`config.mk`:
```
export PLATFORM = sky130hd
export DESIGN_NAME = csvt_fifo
export DESIGN_NICKNAME = d
export VERILOG_FILES = /design/src/hw/rtl/csvt_pkg.sv /design/src/hw/rtl/csvt_fifo.sv
export SDC_FILE = /design/constraint.sdc
export NUM_CORES = 1
export LEC_CHECK = 0
export BUFFER_PORTS_ARGS = -buffer_cell sky130_fd_sc_hd__clkbuf_2
export CORE_MARGIN = 10
export CORE_UTILIZATION = 31
export CTS_CLUSTER_SIZE = 28
export DETAILED_ROUTE_END_ITERATION = 10
export GPL_TIMING_DRIVEN = 0
export HOLD_SLACK_MARGIN = 0.1
export MAX_ROUTING_LAYER = met4
export PLACE_DENSITY = 0.5
export SLEW_MARGIN = 20
export SYNTH_ARGS = -nofsm -noshare
export SYNTH_HDL_FRONTEND = slang
export SYNTH_SLANG_ARGS = --single-unit
```
`constraint.sdc`:
```
create_clock -name clock -period 4.35 [get_ports clock]
set_input_delay 0.87 -clock clock [delete_from_list [all_inputs] [get_ports clock]]
set_output_delay 0.87 -clock clock [all_outputs]
set_load 0.01 [all_outputs]
```
`src/hw/rtl/csvt_pkg.sv`:
```
package csvt_pkg;

   localparam int FIFO_DEPTH_DEF = 4;

   localparam logic OP_VERTEX = 1'b0;
   localparam logic OP_NORMAL = 1'b1;

   localparam logic [2:0] REG_CAM_X     = 3'd0;
   localparam logic [2:0] REG_CAM_Y     = 3'd1;
   localparam logic [2:0] REG_CAM_Z     = 3'd2;
   localparam logic [2:0] REG_COS_PITCH = 3'd3;
   localparam logic [2:0] REG_SIN_PITCH = 3'd4;
   localparam logic [2:0] REG_COS_YAW   = 3'd5;
   localparam logic [2:0] REG_SIN_YAW   = 3'd6;

   localparam logic signed [15:0] TRIG_ONE = 16'sd16384;

   typedef struct packed {
      logic signed [31:0] cam_x;
      logic signed [31:0] cam_y;
      logic signed [31:0] cam_z;
      logic signed [15:0] cos_pitch;
      logic signed [15:0] sin_pitch;
      logic signed [15:0] cos_yaw;
      logic signed [15:0] sin_yaw;
   } csr_type;

   // rotated item handed from the front to the back
   typedef struct packed {
      logic               op;
      logic signed [38:0] w0;
      logic signed [38:0] w1;
      logic signed [38:0] w2;
   } rot_item_type;

   typedef struct packed {
      logic        op;
      logic        sat;
      logic        deg;
      logic [2:0]  neg;
      logic [29:0] u0;
      logic [29:0] u1;
      logic [29:0] u2;
      logic [31:0] v0;
      logic [31:0] v1;
      logic [31:0] v2;
   } norm_side_type;

   typedef struct packed {
      logic        op;
      logic        sat;
      logic        deg;
      logic [2:0]  neg;
      logic [31:0] v0;
      logic [31:0] v1;
      logic [31:0] v2;
   } div_side_type;

   // Q2.28 product to Q.14, round half up
   function automatic logic signed [17:0] round_mat(input logic signed [31:0] p);
      logic signed [31:0] t;
      t = p + 32'sd8192;
      return t[31:14];
   endfunction

   // Q16.30 dot product to Q16.16, round half up
   function automatic logic signed [38:0] round_dot(input logic signed [52:0] s);
      logic signed [52:0] t;
      t = s + 53'sd8192;
      return t[52:14];
   endfunction

endpackage

```
`src/hw/rtl/csvt_fifo.sv`:
```
module csvt_fifo #(
   parameter int DEPTH = csvt_pkg::FIFO_DEPTH_DEF
) (
   input  logic                    clock,
   input  logic                    reset,
   input  logic                    push,
   input  csvt_pkg::rot_item_type  din,
   input  logic                    pop,
   output csvt_pkg::rot_item_type  dout,
   output logic                    empty,
   output logic                    full
);
   import csvt_pkg::*;

   localparam int PW = (DEPTH > 1) ? $clog2(DEPTH) : 1;
   localparam int CW = $clog2(DEPTH + 1);

   rot_item_type     mem_ff [0:DEPTH-1];
   logic [PW-1:0]    wr_ff, wr_in, rd_ff, rd_in;
   logic [CW-1:0]    count_ff, count_in;

   assign empty = (count_ff == '0);
   assign full  = (count_ff == CW'(DEPTH));
   assign dout  = mem_ff[rd_ff];

   always_comb begin
      wr_in    = (wr_ff == PW'(DEPTH - 1)) ? '0 : wr_ff + 1'b1;
      rd_in    = (rd_ff == PW'(DEPTH - 1)) ? '0 : rd_ff + 1'b1;
      count_in = count_ff + CW'(push) - CW'(pop);
   end

   always_ff @(posedge clock) begin
      if (reset) begin
         wr_ff    <= '0;
         rd_ff    <= '0;
         count_ff <= '0;
      end else begin
         if (push) wr_ff <= wr_in;
         if (pop)  rd_ff <= rd_in;
         count_ff <= count_in;
      end
   end

   always_ff @(posedge clock) begin
      if (push) mem_ff[wr_ff] <= din;
   end

`ifndef NO_ASSERTIONS
   a_count_bound: assert property (@(posedge clock) disable iff (reset)
      count_ff <= CW'(DEPTH))
      else $error("queue count beyond depth");
   a_no_overflow: assert property (@(posedge clock) disable iff (reset)
      (push && full) |-> pop)
      else $error("transfer into full queue");
   a_no_underflow: assert property (@(posedge clock) disable iff (reset)
      pop |-> !empty)
      else $error("pop from empty queue");
   a_count_track: assert property (@(posedge clock) disable iff (reset)
      (push && !pop) |=> count_ff == $past(count_ff) + 1'b1)
      else $error("queue count lost a transfer");
`endif

endmodule

```
==> results.sh <==
export IMPL_p_leak_nw=7.20
export IMPL_ys_seq_area_share_pct=82.3
export IMPL_peakVddDrop_mv=0.333
export IMPL_min_period_ns=3.38
export IMPL_rsz0062_at_grt="no"
export IMPL_slew_violations=0
export IMPL_via_count=7765
export IMPL_async_flop_share_pct=0
export IMPL_cts_hold_buf=0
export IMPL_worst_pin_slew_ns=0.784
export IMPL_fp_dieW_um=257
export IMPL_antenna_found_initial=5
export IMPL_ys_types=21
export IMPL_grt_ovfl_total=0
export IMPL_route_detailed_drc=0
export IMPL_detail_route_antenna_nets=0
export IMPL_power_internal_w=0.00809
export IMPL_synthTopCellsByArea="edfxtp_1 (81%), mux4_2 (15%), dfxtp_1 (1.0%), ha_1 (0.50%), buf_2 (0.32%)"
export IMPL_layout_common_cells="edfxtp_1 (472), clkbuf_2 (241), mux4_2 (118)"
export IMPL_grt_pass1_wl_mm=56.6
export IMPL_yosysWarnings=0
export IMPL_cts_tree="done"
export IMPL_root_buffer="clkbuf_16"
export IMPL_pwr_share_comb_pct=8.7
export IMPL_mostFrequentLayoutCell="edfxtp_1"
export IMPL_pin_count=242
export IMPL_worstPathMaxFanout=10
export IMPL_startpoint_type="flop"
export IMPL_numCtsBuffers=52
export IMPL_grt_pass1_vias=8654
export IMPL_portBuffers=241
export IMPL_synth_avg_cell_area_um2=26.5
export IMPL_wl_per_cell_um=21.4
export IMPL_whs_ns=0.510
export IMPL_dp_hpwl_mm=24.0
export IMPL_p_sw_share_pct=21.7
export IMPL_hold_path_class="flop to flop"
export IMPL_layout_drive_gt1_share_pct=45.8
export IMPL_finalClockSkew_ns=0.0104
export IMPL_power_frac_clock_pct=39.7
export IMPL_clock_sinks=481
export IMPL_end_kind="output pin"
export IMPL_wirelength_mm=37.7
export IMPL_syn_inst=659
export IMPL_max_freq_mhz=295
export IMPL_powerDensity_nw_per_um2=481
export IMPL_grt_max_degree=43
export IMPL_final_util_pct=38.7
export IMPL_synth_top_area_share_pct=81.3
export IMPL_crit_arrival_ns=2.51
export IMPL_outcome="finished clean"
export IMPL_power_switching_w=0.00224
export IMPL_clkTransAtPathRegs_ns=0.05
export IMPL_syn_area_um2=17400
export IMPL_yosys_area_top_type="edfxtp_1"
export IMPL_nets=1094
export IMPL_syn2layout_area_growth_pct=23.0
export IMPL_grt_use_total_pct=11.7
export IMPL_drt_first_pass_iters=6
export IMPL_fin_cells=1758
export IMPL_finalCritPeriodShare_pct=77.8
export IMPL_syn_num_nets=789
export IMPL_synth_edf_count=472
export IMPL_vias_per_cell=4.42
export IMPL_worst_path_max_delay_cell="clkbuf_1"
export IMPL_numPlacedInstances=1658
export IMPL_routabilityCongestion=0.670
export IMPL_cts_htree_levels=2
export IMPL_cts_setup_buffers=0
export IMPL_synth_ff_type="edfxtp_1"
export IMPL_clockBufferDepth=3
export IMPL_rows=86
export IMPL_die_h_um=257
export IMPL_core_um2=55400
export IMPL_clk_latency_ns=0.57
export IMPL_ys_seq_elements=481
export IMPL_start_util_pct=31.5
export IMPL_cts_resized=0
export IMPL_die_area_um2=66200
export IMPL_critical_path_cell_chain="buf_2 > clkbuf_1 > mux4_2 > clkbuf_2"
export IMPL_finalSetupViolCount=0
export IMPL_maxSlewHeadroom_pct=47.8
export IMPL_cap_violations=0
export IMPL_drtIter0Drc=425
export IMPL_final_hold_viol_count=0
export IMPL_critical_path_required_ns=3.48
export IMPL_path_class="flop to output pin"
export IMPL_slowest_delay_ns=0.64
export IMPL_pwr_share_seq_pct=51.6
## worst max-delay path: cells and delay by family (launching register included)
family,cells,cell delay (ns)
flip-flops,1,0.30
buffers and inverters,3,1.15
multiplexers,1,0.50
## layout make-up
cell class	instances	area, um^2
diodes	5	12.5
clock inverters	31	214
fillers	5006	34000
repair buffers	251	1470
well taps	748	936
clock buffers	64	1370
inverters	6	22.5
multi-input cells	146	2920
plain buffers	26	156
flip-flops and latches	481	14400
## synthesized netlist by cell type, types with 3 or more instances
cell type,n
dfxtp_1,9
edfxtp_1,472
mux4_2,118
inv_1,6
nor2_1,3
buf_2,11
clkbuf_1,9
ha_1,7
and2_1,4
## kinds of logic after synthesis
family	count (synthesis)	synth area share [%]
simple gates	15	0.516
xor+xnor	1	0.136
compound gates	2	0.0574
fa+ha+maj	8	0.617
flops	481	82.3
mux	120	15.4
buf+inv	32	1.03
## sequential cells by signal (all words and copies together), names as in the netlist, named ones only
signal / count
wr_ff: 2
rd_ff: 2
mem_ff: 472
count_ff: 3
## power by group through the flow
stage	Clock (W)	Sequential (W)	Combinational (W)
2_1_floorplan	0	0.00544	0.000493
3_3_place_gp	0	0.00547	0.000897
3_5_place_dp	0	0.00543	0.000938
4_1_cts	0.00425	0.00533	0.000941
5_1_grt	0.00443	0.00535	0.000987
6_report	0.00410	0.00533	0.000897
## metrics by stage
stage | setup TNS, ns | area (um^2) | worst slack [ns] | total power, W
6_report | 0 | 21400 | 0.966 | 0.0103
5_1_grt | 0 | 21400 | 0.772 | 0.0108
4_1_cts | 0 | 21400 | 0.781 | 0.0105
3_5_place_dp | 0 | 19900 | 1.41 | 0.00637
3_3_place_gp | -1185.52 | 19600 | -2.61 | 0.00636
2_1_floorplan | 0 | 17400 | 0.280 | 0.00593
## worst paths after layout
| path | startpoint | to | slack [ns] | cells after the start |
|---|---|---|---|---|
| worst max-delay path | flop | dout[4] | 0.97 | 4 |
| worst min-delay path | rd_ff[0]$_SDFFE_PP0P_ | rd_ff[0]$_SDFFE_PP0P_ | 0.51 | 2 |
| worst max register to register | wr_ff[0]$_SDFFE_PP0P_ | mem_ff[3][43]$_DFFE_PP_ | 2.46 | 4 |
| worst min register to register | rd_ff[0]$_SDFFE_PP0P_ | rd_ff[0]$_SDFFE_PP0P_ | 0.51 | 2 |
## per-layer routing
metal	GRT usage [%]	share of wire [%]	vias to the layer above
li1	-	-	3473
met1	13.9	42	4034
met2	18.5	49	204
met3	4.31	7.9	54
met4	3.11	1.9	0
met5	-	0	-
Power figures use the tool's default switching activity.
